## src/rtl/core/bb3_pkg.sv

```systemverilog
// bb3_pkg: shared types, widths and constants of the 3x3 box blur
// used by bb3_win, bb3_div and box_blur_3x3_edge_clipped
`default_nettype none

package bb3_pkg;

    // field and register widths
    localparam int unsigned CH_W       = 8;
    localparam int unsigned PIX_W      = 3 * CH_W;
    localparam int unsigned CFG_W_BITS = 11;
    localparam int unsigned CFG_H_BITS = 13;
    localparam int unsigned CFG_D_BITS = 13;
    localparam int unsigned ROW_BITS   = CFG_H_BITS + 1;

    // window sum and clipped pixel count
    localparam int unsigned SUM_W = 12;
    localparam int unsigned CNT_W = 4;

    // reciprocal divide of (2*sum + count) by 2*count
    localparam int unsigned NUM_W       = SUM_W + 1;
    localparam int unsigned RECIP_W     = 18;
    localparam int unsigned RECIP_SHIFT = 18;
    localparam int unsigned PROD_W      = NUM_W + RECIP_W;

    // register reset values
    localparam logic [CFG_W_BITS-1:0] WIDTH_RST  = 11'd1024;
    localparam logic [CFG_H_BITS-1:0] HEIGHT_RST = 13'd768;

    // request kinds carried on the slave tuser
    localparam logic REQ_PIXEL = 1'b0;
    localparam logic REQ_DRAIN = 1'b1;

    typedef enum logic [0:0] {
        CFG_WIDTH  = 1'b0,
        CFG_HEIGHT = 1'b1
    } t_cfg_idx;

    typedef enum logic [2:0] {
        ST_IDLE,
        ST_WIN,
        ST_SUM,
        ST_MUL,
        ST_OUT
    } t_state;

    // window control from the sequencer
    typedef struct packed {
        logic       shift;
        logic       sum_en;
        logic [2:0] row_use;
        logic [2:0] col_use;
    } t_win_ctrl;

    // registered window sums and pixel count
    typedef struct packed {
        logic [SUM_W-1:0] red;
        logic [SUM_W-1:0] green;
        logic [SUM_W-1:0] blue;
        logic [CNT_W-1:0] count;
    } t_win_sum;

    // ceil(2^18 / (2*count)), exact floor division for numerators below 2^13
    function automatic logic [RECIP_W-1:0] recip(input logic [CNT_W-1:0] count);
        logic [RECIP_W-1:0] m;
        unique case (count)
            4'd1:    m = 18'd131072;
            4'd2:    m = 18'd65536;
            4'd3:    m = 18'd43691;
            4'd4:    m = 18'd32768;
            4'd6:    m = 18'd21846;
            4'd9:    m = 18'd14564;
            default: m = 18'd131072;
        endcase
        return m;
    endfunction

endpackage

`default_nettype wire

```

## src/rtl/core/bb3_div.sv

```systemverilog
// bb3_div: rounded mean per channel, (2*sum + count) / (2*count)
// reciprocal multiply from bb3_pkg::recip, one registered product per channel
`default_nettype none

module bb3_div (
    input  wire logic                       i_clk,
    input  wire logic                       i_en,
    input  wire bb3_pkg::t_win_sum          i_sum,
    output logic [bb3_pkg::CH_W-1:0]        o_red,
    output logic [bb3_pkg::CH_W-1:0]        o_green,
    output logic [bb3_pkg::CH_W-1:0]        o_blue
);

    import bb3_pkg::*;

    logic [SUM_W-1:0]   sums   [3];
    logic [NUM_W-1:0]   num    [3];
    logic [RECIP_W-1:0] m;
    logic [PROD_W-1:0]  r_prod [3];

    assign sums[0] = i_sum.red;
    assign sums[1] = i_sum.green;
    assign sums[2] = i_sum.blue;
    assign m       = recip(i_sum.count);

    always_comb begin
        for (int k = 0; k < 3; k++) begin
            num[k] = {sums[k], 1'b0} + NUM_W'(i_sum.count);
        end
    end

    always_ff @(posedge i_clk) begin
        if (i_en) begin
            for (int k = 0; k < 3; k++) begin
                r_prod[k] <= {{RECIP_W{1'b0}}, num[k]} * {{NUM_W{1'b0}}, m};
            end
        end
    end

    // quotient never exceeds 255
    assign o_red   = r_prod[0][RECIP_SHIFT +: CH_W];
    assign o_green = r_prod[1][RECIP_SHIFT +: CH_W];
    assign o_blue  = r_prod[2][RECIP_SHIFT +: CH_W];

endmodule

`default_nettype wire

```

## config.mk

```make
export PLATFORM = sky130hd
export DESIGN_NAME = bb3_div
export DESIGN_NICKNAME = d
export VERILOG_FILES = /design/src/rtl/core/bb3_pkg.sv /design/src/rtl/core/bb3_div.sv
export SDC_FILE = /design/constraint.sdc
export NUM_CORES = 1
export LEC_CHECK = 0
export BUFFER_PORTS_ARGS = -buffer_cell sky130_fd_sc_hd__clkbuf_2
export CAP_MARGIN = 20
export CORE_MARGIN = 5
export CORE_UTILIZATION = 60
export CTS_BUF_LIST = sky130_fd_sc_hd__clkbuf_8
export CTS_CLUSTER_SIZE = 28
export DETAILED_ROUTE_END_ITERATION = 8
export PLACE_DENSITY = 0.81
export SLEW_MARGIN = 20
export SYNTH_ARGS = -nofsm -noshare
export SYNTH_HDL_FRONTEND = slang
export SYNTH_SLANG_ARGS = --single-unit
```

## constraint.sdc

```tcl
create_clock -name i_clk -period 7.06 [get_ports i_clk]
set_input_delay 1.412 -clock i_clk [delete_from_list [all_inputs] [get_ports i_clk]]
set_output_delay 1.412 -clock i_clk [all_outputs]
set_load 0.03 [all_outputs]
```

# Word-level counts from Yosys, hierarchy flattened
# Memory sizes are Yosys's and may differ from the RTL's.
# Index checks and enable logic that the tools add are counted.
# word_totals
mem_count	1
reg_bits	0
inputBits	42
ramBits	93
out_inout_bits	24
# mem_list
name	depth	word_bits	read_ports	rd_clocked_by_memory_dff	write_ports	line	source
r_prod	3	31	3	0	3	bb3_div.sv:19	logic [PROD_W-1:0] r_prod [3];
# op_classes
mul	3
muxes	3
eq_ne	5
addsub	3
# op_table
cell	count
$mul A13 B18 Y31	3
$pmux W18 S5	1
$add A13 B4 Y13	3
$eq A4 B2 Y1 const B	2
$eq A4 B3 Y1 const B	2
$eq A4 B4 Y1 const B	1
$mux W1	2

# Longest topological paths before layout
# logic_depth
word_depth	3
mapped_depth	25
depth_no_buf	25

# Least setup slack after synthesis
# No wires, ideal clock.
# synth_path
kind	input to register
startpoint	input i_sum[2] in the netlist's numbering
endpoint	memory r_prod[0][87] in the netlist's numbering (data pin)
path_stages	21
t_required_ns	6.797
setup_slack_ns	-0.390
setup_ns	0.263
arrival_time_ns	7.188
n_path_buf	1
path_cell_list	and4bb_2 > nor2_1 > inv_1 > clkbuf_1 > nand2_1 > fa_1 > inv_1 > fa_1 > fa_1 > fa_1 > inv_1 > fa_1 > inv_1 > ha_1 > a2111oi_2 > o2111ai_1 > and3_1 > a2111oi_4 > nor3b_4 > a311oi_1 > xnor2_1
# synth_lines
element	line	source
start, declared	bb3_div.sv:8	input wire bb3_pkg::t_win_sum i_sum,
end, declared	bb3_div.sv:19	

==> impl_metrics.yaml <==
run_status:
  outcome: "complete, but fails checks"
  violations: "negative setup slack"
sta:
  clock.fmax_mhz: 135
  slew-limit-headroom_pct: 36.6
  maxSlewViolCount: 0
  grt_setup_unrepaired: "true"
  worstMarginPinSlew_ns: 0.951
  fin_ws_ns: -0.348
  hold_ws_ns: 1.95
  min_period_ns: 7.41
  finalCritPeriodShare_pct: 105
  finalSetupViolCount: 18
  finalHoldViolCount: 0
setup_path:
  crit_required_ns: 7.17
  critPathCapture: "r_prod[0][24]"
  crit_path_start_kind: "input pin"
  crit_path_end_kind: "register"
  crit_fanout: 7
  path_class: "in2reg"
  startpoint: "i_sum[2]"
  cp.arrival_ns: 7.51
floorplan:
  placementRows: 62
  die_h_um: 181
  ios: 66
  start_util_pct: 60.9
  die_area_sq_um: 32700
  die_w_um: 181
  core_sq_um: 28800
global_routing:
  track_usage_pct: 33.2
  grt_most_used_layer: "met2"
  grt_max_degree: 26
  antenna_found_initial: 1
  grt_pass1_vias: 16400
  grt_use_met3_pct: 4.83
  grt_overflow: 0
  grt_pass1_wl_um: 85000
  grt_use_met2_pct: 57.2
  use_met1_pct: 42.7
yosys:
  synth-simple-area-share_pct: 9.54
  synth_compound_area_share_pct: 4.42
  synth-seq-cells: 24
  muxShareOfSynthArea_pct: 0.0571
  synth_cell_types: 57
  synthXorXnorAreaFrac_pct: 4.55
  yosysWarnings: 0
  synthCells: 1878
  synth_flop_cell: "edfxtp_1"
  netlist_area_sq_um: 17500
  synth_fa_ha_area_share_pct: 63.2
  async_flop_share_pct: 0
  avgSynthCellArea_sq_um: 9.34
  synth_top_family_by_area: "adder cells"
  yosysSeqAreaShare_pct: 4.11
  synth_edf_count: 24
cells_and_area:
  final_cells: 2784
  largest_register_ffs: 24
  largest_register: "r_prod"
  drive_above_1_share_pct: 33.5
  biggestRegsByFlops: "r_prod: 24 flops"
  syn_to_final_growth_pct: 33.6
  fin_nets: 3057
  fillers: 1775
route:
  via_per_inst: 5.29
  drc: 0
  num_vias: 14700
  post_drt_wl_per_cell_um: 19.7
  wirelength_um: 54900
  initialDrtViolationCount: 931
  final_antenna_net_count: 0
  drtPass1Iterations: 5
hold_path:
  min_from: "i_en"
  hp-class: "in2reg"
job:
  drv_cap: 0
clock_tree:
  clockBufferDepth: 2
  ctsHtreeMaxLevel: 1
  hold_buffers: 0
  root_buffer: "clkbuf_8"
  cts_tree: "done"
  cts.sinks: 24
  path_clk_slew_ns: 0.15
  numCtsBuffers: 3
placement:
  hpwl_um: 45300
  io_buffers: 65
  globalplace.congestion: 1.04
  dp.cells: 2702
power_and_ir_drop:
  power_density_nw_per_um2: 146
  p_leak_nw: 12.9
  ir_drop_uv: 239
[worst max-delay path, stage by stage]
cell	delay (ns)
buf_8	0.11
buf_12	0.13
buf_6	0.11
fa_2	0.40
a21o_4	0.25
and2_4	0.18
xor2_4	0.25
nand2_2	0.12
buf_6	0.16
fa_1	0.53
inv_1	0.08
fa_1	0.50
fa_1	0.54
fa_1	0.53
inv_1	0.05
fa_1	0.48
inv_1	0.05
ha_2	0.17
a21o_1	0.19
a21o_1	0.22
a31oi_2	0.31
a211oi_4	0.10
or3_4	0.37
a21oi_2	0.17
xnor2_1	0.08
[cells by family (layout without fill, tap and decap cells)]
family / count (synthesis) / after routing
compound gates: 112 / 112
xor+xnor: 91 / 91
fa+ha+maj: 615 / 615
buf+inv: 659 / 1170
flops: 24 / 24
mux: 1 / 1
other cells: 2 / 13
simple gates: 374 / 374
[per-stage QoR]
step	instance area [sq um]	power (mW)	setup WS, ns	TNS [ns]	util (%)
floorplan	17800	1.89	-0.0409	-0.0409	-
detailed placement	21500	2.81	-0.845	-13.02	74.6
finish	23400	3.41	-0.348	-3.80	81.4
global route	23400	3.73	-0.507	-6.41	81.4
CTS	22400	3.14	-0.277	-1.25	78.0
global placement	21500	2.71	-0.712	-10.38	74.6
[worst min-delay path by stage]
stage	end	slack [ns]	cells after the start
finish	r_prod[0][86]	1.95	1
global route	r_prod[0][82]	1.95	1
floorplan	r_prod[0][18]	1.52	0
CTS	r_prod[0][86]	1.93	1
global placement	o_red[7]	1.91	1
detailed placement	o_green[2]	1.91	1
[repair_timing]
item | in CTS | in global routing
pin swaps | 93 | 122
gates resized for setup | 135 | 166
setup endpoints to repair | 20 | 24
buffers inserted | 35 | 44
[cell usage after synthesis, types with 8 or more instances]
cell type | number | share of area (%)
inv_1 | 635 | 14
fa_1 | 450 | 51
nand2_1 | 166 | 3.6
ha_1 | 165 | 12
nor2_1 | 117 | 2.5
xnor2_1 | 58 | 2.9
a21oi_1 | 33 | 0.94
xor2_1 | 33 | 1.6
a21o_1 | 27 | 1.2
edfxtp_1 | 24 | 4.1
and2_1 | 22 | 0.79
clkbuf_1 | 21 | 0.45
o21ai_0 | 12 | 0.34
nand3_1 | 10 | 0.29
nand2b_1 | 8 | 0.29
nand4_1 | 8 | 0.29
[area by class of cell]
type	count	area, sq um	share of cell area, %
Antenna cell	1	2.50	0.0107
Tap cell	384	480	2.05
Clock inverter	1	3.75	0.0160
Inverter	636	2390	10.2
Multi-Input combinational cell	1205	15800	67.2
Sequential cell	24	721	3.08
Clock buffer	3	41.3	0.176
Timing Repair Buffer	530	4040	17.2
[power by group]
part | leakage (nW) | switching (mW) | total [mW] | internal [mW]
Combinational | 12.7 | 1.65 | 3.00 | 1.35
Sequential | 0.234 | 0.0224 | 0.288 | 0.266
Clock | 0.0231 | 0.0850 | 0.125 | 0.0400
Total | 12.9 | 1.76 | 3.41 | 1.65
[layer usage]
metal / vias up / share of wire [%]
met2: 634 / 51
met4: 0 / 4.9
met1: 7484 / 38
li1: 6452 / -
met3: 164 / 6.7
met5: - / 0
[layout by cell type (no fill, tap or decap), drive strengths merged, types with 2 or more instances in the layout]
cell type  instances
inv              636
buf              468
fa               450
nand2            166
ha               165
nor2             117
clkbuf            65
xnor2             58
a21oi             36
xor2              33
a21o              27
edfxtp            24
and2              22
o21ai             14
conb              12
nand3             11
nand4              8
nand2b             8
a211oi             7
o211ai             6
and3               6
nor3               6
nor3b              5
or2                5
and3b              4
nor4               3
a211o              3
o21a               3
or3                3
a222oi             2
a31o               2
a2111oi            2
o2111ai            2
o311ai             2
o22ai              2
nor2b              2
Note: power is estimated with default switching activity, not from simulation.
