==> src/rtl/core/bb3_pkg.sv <==
// bb3_pkg: shared types, widths and constants of the 3x3 box blur
// used by bb3_win, bb3_div and box_blur_3x3_edge_clipped
`default_nettype none

package bb3_pkg;

    // field and register widths
    localparam int unsigned CH_W       = 8;
    localparam int unsigned PIX_W      = 3 * CH_W;
    localparam int unsigned CFG_W_BITS = 11;
    localparam int unsigned CFG_H_BITS = 13;
    localparam int unsigned CFG_D_BITS = 13;
    localparam int unsigned ROW_BITS   = CFG_H_BITS + 1;

    // window sum and clipped pixel count
    localparam int unsigned SUM_W = 12;
    localparam int unsigned CNT_W = 4;

    // reciprocal divide of (2*sum + count) by 2*count
    localparam int unsigned NUM_W       = SUM_W + 1;
    localparam int unsigned RECIP_W     = 18;
    localparam int unsigned RECIP_SHIFT = 18;
    localparam int unsigned PROD_W      = NUM_W + RECIP_W;

    // register reset values
    localparam logic [CFG_W_BITS-1:0] WIDTH_RST  = 11'd1024;
    localparam logic [CFG_H_BITS-1:0] HEIGHT_RST = 13'd768;

    // request kinds carried on the slave tuser
    localparam logic REQ_PIXEL = 1'b0;
    localparam logic REQ_DRAIN = 1'b1;

    typedef enum logic [0:0] {
        CFG_WIDTH  = 1'b0,
        CFG_HEIGHT = 1'b1
    } t_cfg_idx;

    typedef enum logic [2:0] {
        ST_IDLE,
        ST_WIN,
        ST_SUM,
        ST_MUL,
        ST_OUT
    } t_state;

    // window control from the sequencer
    typedef struct packed {
        logic       shift;
        logic       sum_en;
        logic [2:0] row_use;
        logic [2:0] col_use;
    } t_win_ctrl;

    // registered window sums and pixel count
    typedef struct packed {
        logic [SUM_W-1:0] red;
        logic [SUM_W-1:0] green;
        logic [SUM_W-1:0] blue;
        logic [CNT_W-1:0] count;
    } t_win_sum;

    // ceil(2^18 / (2*count)), exact floor division for numerators below 2^13
    function automatic logic [RECIP_W-1:0] recip(input logic [CNT_W-1:0] count);
        logic [RECIP_W-1:0] m;
        unique case (count)
            4'd1:    m = 18'd131072;
            4'd2:    m = 18'd65536;
            4'd3:    m = 18'd43691;
            4'd4:    m = 18'd32768;
            4'd6:    m = 18'd21846;
            4'd9:    m = 18'd14564;
            default: m = 18'd131072;
        endcase
        return m;
    endfunction

endpackage

`default_nettype wire

==> src/rtl/core/bb3_win.sv <==
// bb3_win: 3x3 pixel window and its clipped per-channel sums
// depends on bb3_pkg for the control and sum structs
`default_nettype none

module bb3_win (
    input  wire logic                           i_clk,
    input  wire logic                           i_rst_n,
    input  wire bb3_pkg::t_win_ctrl             i_ctrl,
    input  wire logic [bb3_pkg::PIX_W-1:0]      i_upper,
    input  wire logic [bb3_pkg::PIX_W-1:0]      i_middle,
    input  wire logic [bb3_pkg::PIX_W-1:0]      i_pix,
    output bb3_pkg::t_win_sum                   o_sum
);

    import bb3_pkg::*;

    // [row oldest..newest][column oldest..newest], red in the high byte
    logic [PIX_W-1:0] r_win [3][3];
    logic [SUM_W-1:0] n_red, n_green, n_blue;
    logic [1:0]       n_rows, n_cols;
    logic [CNT_W-1:0] n_count;
    t_win_sum         r_sum;

    always_ff @(posedge i_clk) begin
        if (!i_rst_n) begin
            for (int i = 0; i < 3; i++) begin
                for (int j = 0; j < 3; j++) begin
                    r_win[i][j] <= '0;
                end
            end
        end else if (i_ctrl.shift) begin
            for (int i = 0; i < 3; i++) begin
                r_win[i][0] <= r_win[i][1];
                r_win[i][1] <= r_win[i][2];
            end
            r_win[0][2] <= i_upper;
            r_win[1][2] <= i_middle;
            r_win[2][2] <= i_pix;
        end
    end

    // center sits in column 1, row 1; masks drop what lies outside the frame
    always_comb begin
        n_red   = '0;
        n_green = '0;
        n_blue  = '0;
        for (int i = 0; i < 3; i++) begin
            for (int j = 0; j < 3; j++) begin
                if (i_ctrl.row_use[i] && i_ctrl.col_use[j]) begin
                    n_red   = n_red   + SUM_W'(r_win[i][j][2*CH_W +: CH_W]);
                    n_green = n_green + SUM_W'(r_win[i][j][CH_W +: CH_W]);
                    n_blue  = n_blue  + SUM_W'(r_win[i][j][0 +: CH_W]);
                end
            end
        end
        n_rows  = 2'(i_ctrl.row_use[0]) + 2'(i_ctrl.row_use[1]) + 2'(i_ctrl.row_use[2]);
        n_cols  = 2'(i_ctrl.col_use[0]) + 2'(i_ctrl.col_use[1]) + 2'(i_ctrl.col_use[2]);
        n_count = {2'b00, n_rows} * {2'b00, n_cols};
    end

    always_ff @(posedge i_clk) begin
        if (i_ctrl.sum_en) begin
            r_sum.red   <= n_red;
            r_sum.green <= n_green;
            r_sum.blue  <= n_blue;
            r_sum.count <= n_count;
        end
    end

    assign o_sum = r_sum;

endmodule

`default_nettype wire

==> config.mk <==
export PLATFORM = sky130hd
export DESIGN_NAME = bb3_win
export DESIGN_NICKNAME = d
export VERILOG_FILES = /design/src/rtl/core/bb3_pkg.sv /design/src/rtl/core/bb3_win.sv
export SDC_FILE = /design/constraint.sdc
export NUM_CORES = 1
export LEC_CHECK = 0
export BUFFER_PORTS_ARGS = -buffer_cell sky130_fd_sc_hd__buf_2
export CORE_MARGIN = 2
export CORE_UTILIZATION = 49
export DETAILED_ROUTE_END_ITERATION = 7
export PLACE_DENSITY_LB_ADDON = 0.1
export REMOVE_ABC_BUFFERS = 1
export SKIP_CTS_REPAIR_TIMING = 1
export SLEW_MARGIN = 20
export SYNTH_ARGS = -nofsm -noshare
export SYNTH_HDL_FRONTEND = slang
export SYNTH_SLANG_ARGS = --single-unit
export TNS_END_PERCENT = 1
==> constraint.sdc <==
create_clock -name i_clk -period 17.7 [get_ports i_clk]
set_input_delay 3.54 -clock i_clk [delete_from_list [all_inputs] [get_ports i_clk]]
set_output_delay 3.54 -clock i_clk [all_outputs]
set_load 0.05 [all_outputs]
# Yosys cells after proc, flatten, opt, wreduce, memory -nomap -nowiden
# Memory sizes are Yosys's and may differ from the RTL's.
# Cells that the tools add are included.
# totals
register_bits,40
mem_bits_rw,216
n_memories,1
output_inout_bits,40
elab_cells,92
# classes
add_sub_neg,28
mux,40
n_reduce_logical,9
n_bitwise,9
mul,1
# memory_table
memory,depth,word_bits,read_ports,rd_clocked_by_memory_dff,write_ports,line,rtl
r_win,3,72,3,0,3,bb3_win.sv:18,logic [PIX_W-1:0] r_win [3][3];
# ops
operator,count
12-bit by 8-bit adder with 12-bit output,24
12-bit 2-to-1 mux,24
24-bit 2-to-1 mux,9
8-bit 2-to-1 mux,3
1-bit logical AND,9
1-bit OR,9
1-bit by 1-bit adder with 2-bit output,2
2-bit by 1-bit adder with 2-bit output,2
2-bit by 2-bit multiplier with 4-bit output,1
1-bit 2-to-1 mux,4

# Longest topological paths before layout
# logic_depth
depth_word,18
depth_mapped,53
ltp_nobuf,51

# Least setup slack after synthesis
# Ideal clock, no wire load.
# synth_timing
path_type,input to register
startpoint,input port i_ctrl[0] (netlist name)
endpoint,register r_sum (netlist bit o_sum[25]) (data pin)
path_stages,48
arrival_ns,11.914
t_required_ns,17.434
slack_ns,5.520
path_cell_list,clkbuf_1 > clkbuf_1 > and3_1 > ha_1 > inv_1 > fa_1 > nand2b_1 > a21oi_1 > o31ai_1 > a32o_1 > ha_1 > o21a_1 > o31ai_1 > a21boi_0 > mux2_2 > ha_1 > o21ai_0 > o21bai_1 > [... 12 more ...] > a21o_1 > ha_1 > o21ai_0 > a21oi_1 > nor2_1 > mux2_2 > ha_1 > a21boi_0 > or3_1 > nand2_1 > ha_1 > o21a_1 > o21a_1 > o21ai_0 > nor3_1 > a21o_1 > a22oi_1 > xnor2_1
# synth_between
elab_chain_len,18
elab_cells_between_ends,20
# synth_lines
item,line,rtl
from (decl),bb3_win.sv:8,"input wire bb3_pkg::t_win_ctrl i_ctrl,"
1-bit logical AND,bb3_win.sv:49,if (i_ctrl.row_use[i] && i_ctrl.col_use[j]) begin
8-bit 2-to-1 mux,bb3_win.sv:49,
12-bit by 8-bit adder with 12-bit output,bb3_win.sv:51,n_green = n_green + SUM_W'(r_win[i][j][CH_W +: CH_W]);
12-bit 2-to-1 mux,bb3_win.sv:49,
12-bit by 8-bit adder with 12-bit output,bb3_win.sv:51,
12-bit 2-to-1 mux,bb3_win.sv:49,
12-bit by 8-bit adder with 12-bit output,bb3_win.sv:51,
12-bit 2-to-1 mux,bb3_win.sv:49,
[... 3 more ...],-,
12-bit 2-to-1 mux,bb3_win.sv:49,
12-bit by 8-bit adder with 12-bit output,bb3_win.sv:51,
12-bit 2-to-1 mux *,bb3_win.sv:49,
12-bit by 8-bit adder with 12-bit output,bb3_win.sv:51,
12-bit 2-to-1 mux *,bb3_win.sv:49,
12-bit by 8-bit adder with 12-bit output,bb3_win.sv:51,
12-bit 2-to-1 mux *,bb3_win.sv:49,
via n_green[9],bb3_win.sv:19,"logic [SUM_W-1:0] n_red, n_green, n_blue;"
to (decl),bb3_win.sv:22,t_win_sum r_sum;
# Mark *: on every way through the listed nets, which the timed path passes. The rest lies on a longest branch.
# A chain may end at the register's enable or synchronous reset.

# Final worst setup path
# Same ends and word-level chain as after synthesis.

==> results.yml <==
status:
  status: "completed"
pwr:
  pwr_density_cell_nw_per_um2: 91.9
  internal_power_mw: 1.40
  power_frac_seq: 0.363
  finalPower_mw: 2.08
  clockPowerShare: 0.333
  switchingPower_mw: 0.678
  switching_share: 0.326
  power_frac_comb: 0.303
  irDropWorstVdd_v: 0.0000788
  p_leak_nw: 10.5
timing:
  post-route-min-period_ns: 13.00
  rsz0062_at_grt: "no"
  fin_crit_sh: 0.735
  clock.fmax_ghz: 0.0769
  setup_violations: 0
  finalHoldViolCount: 0
  clock_skew_ns: 0.0206
  hold_ws_ns: 0.595
  tns_ns: 0
  slew_violations: 0
  slew_headroom: 0.352
  worst_pin_slew_ns: 0.971
critical_path:
  slowest_delay_ns: 0.54
  start_kind: "input pin"
  path_max_fanout: 34
  crit_slowest_cell: "buf_2"
  timing.critical_path.buf_inv: 4
  crit_top_cell: "ha_1"
  worstSetupPathType: "input pin to flip-flop"
  arrival_ns: 13.29
  crit_required_ns: 17.99
  endpoint_kind: "flip-flop"
  path_delay_family: "compound AO/OA/AOI/OAI gates"
logic_synthesis:
  synth_top_cell_area_share: 0.376
  synth-edff-count: 256
  yosys_warnings: 0
  synth_area_um2: 20400
  yosys.cell_count.top_type: "edfxtp_1"
  avgSynthCellArea_um2: 9.54
  ys_seq_area_frac: 0.376
  synthTopCellsByArea: "edfxtp_1 (38%), ha_1 (12%), and3_1 (7.5%), xnor2_1 (4.2%), o21ai_0 (3.6%)"
  synth_cells: 2141
  ys_ff_latch: 256
  synth-main-ff-cell: "edfxtp_1"
  yosys.cell_types.count: 68
  yosysTopAreaCell: "edfxtp_1"
  synth_async_sr_flop_share: 0
  ys_top_cells_by_count: "edfxtp_1 (256), and3_1 (244), ha_1 (194)"
global_route:
  grt_first_pass_wirelength_um: 81500
  grt_usage: 0.231
  grt_remaining_overflow: 0
  grt_pass1_vias: 15945
  antenna_found_initial: 0
  grt_max_degree: 108
floorplan:
  ioPinCount: 122
  design.die.area_um2: 43300
  die_h_um: 208
  row_count: 74
  start_util: 0.498
  core_um2: 41000
  die_x_um: 208
worst_hold_path:
  min_path_type: "flip-flop to flip-flop"
drt:
  met2_length_um: 22800
  wl_met3_um: 2100
  first_iter_violations: 951
  routed_wl_um: 49700
  vias: 15974
  via_per_inst: 5.74
  top_layer: "met4"
  wl_met1_um: 23800
  post_drt_wl_per_cell_um: 17.9
  drc: 0
  first_pass_iters: 5
  ant_nets: 0
placement:
  postPlaceCellArea_um2: 21500
  place_congestion: 0.838
  port_buffers: 121
  dp_hpwl_um: 34800
finish:
  diodes: 0
  syn2layout_area_growth_pct: 10.7
  final_area_um2: 22600
  nNetsFinal: 2527
  layout-drive-gt1-share: 0.116
clocking:
  clock-root-buffer: "clkbuf_16"
  clock_sinks: 256
  clk_latency_ns: 0.56
  cts.htree.levels: 2
  cts_tree: "done"
  cts_inserted_buffers: 35
  cts.path.max_buffers: 3
  clk_pin_slew_ns: 0.06
run:
  cap_violations: 0
-- stage by stage --
| step | cells | setup WS [ns] | util |
|---|---|---|---|
| 2_1_floorplan | 2045 | 5.91 | - |
| 3_3_place_gp | 2720 | 4.49 | 0.525 |
| 3_5_place_dp | 2720 | 4.26 | 0.525 |
| 4_1_cts | 2782 | 4.83 | 0.552 |
| 5_1_grt | 2782 | 3.91 | 0.552 |
| 6_report | 2782 | 4.70 | 0.552 |
-- placed cells by master (no fill, tap or decap), types with 6 or more instances in the layout --
cell / count
a21o_1: 45
a21boi_0: 14
and3_1: 244
nor2_1: 177
mux2_2: 44
o31a_1: 11
a31oi_1: 6
a211oi_1: 35
nand3_1: 15
clkbuf_1: 6
or2_2: 6
nand2_1: 125
nor3_1: 16
buf_4: 25
xor2_1: 23
o211ai_1: 12
o21ai_0: 148
edfxtp_1: 256
fa_1: 26
o21bai_1: 29
a21oi_1: 136
inv_1: 132
xnor2_1: 99
o31ai_1: 19
mux2i_1: 15
clkbuf_16: 36
buf_2: 118
clkinv_1: 6
a22oi_1: 8
ha_1: 194
clkinv_2: 8
a22o_1: 6
o21a_1: 46
nand2b_1: 19
o22ai_1: 9
and2_1: 13
or3_1: 9
nor2b_1: 38
-- sequential cells by signal (all words and copies together) (netlist names) --
| register | count |
|---|---|
| r_win | 216 |
| o_sum | 40 |
-- cells by family after synthesis --
group                      Yosys count  synth area share
xor gates and xnor gates           123            0.0534
DFF                                256             0.376
AOI/OAI and AO/OA                  573             0.181
adders and majority gates          220             0.144
muxes                               60            0.0323
and+or+nand+nor                    681             0.171
buffers and inverters              228            0.0421
-- power by group through the flow --
stage / registers, mW / logic, mW / clock network [mW]
after floorplan: 0.814 / 0.429 / 0
after global placement: 0.767 / 0.607 / 0
after detailed placement: 0.767 / 0.626 / 0
after CTS: 0.756 / 0.631 / 0.713
after global routing: 0.761 / 0.709 / 0.735
final: 0.756 / 0.631 / 0.693
-- routing by layer --
layer | up-vias | GRT usage
met5 | - | 0
met4 | 0 | 0.0710
met3 | 59 | 0.0312
met2 | 331 | 0.383
met1 | 7553 | 0.315
li1 | 8031 | -
-- path summary, 6_finish.rpt --
kind | start | to | cells past startpoint | slack, ns
worst min register to register | r_win[0][175] | r_win[0][199] | 1 | 0.59
worst min-delay path | r_win[0][175] | r_win[0][199] | 1 | 0.59
worst max register to register | r_win[0][56] | o_sum[25] | 49 | 7.97
worst max-delay path | i_ctrl[0] | o_sum[25] | 50 | 4.70
-- final cells by class --
class                           count  area (um2)
Clock buffer                       42         923
Clock inverter                     20         186
Fill cell                        3654       18400
Inverter                          132         495
Multi-Input combinational cell   1657       11900
Sequential cell                   256        7690
Tap cell                          532         666
Timing Repair Buffer              143         778
-- worst reg2reg max path: cells and delay by family (launching register included) --
family,cells,cell delay [ns]
XOR/XNOR,1,0.09
adder cells (fa/ha/maj),9,2.84
flip-flops,1,0.37
buffers and inverters,3,0.22
AO/OA/AOI/OAI,28,4.42
AND/OR/NAND/NOR,8,1.55
Power figures use the tool's default switching activity.
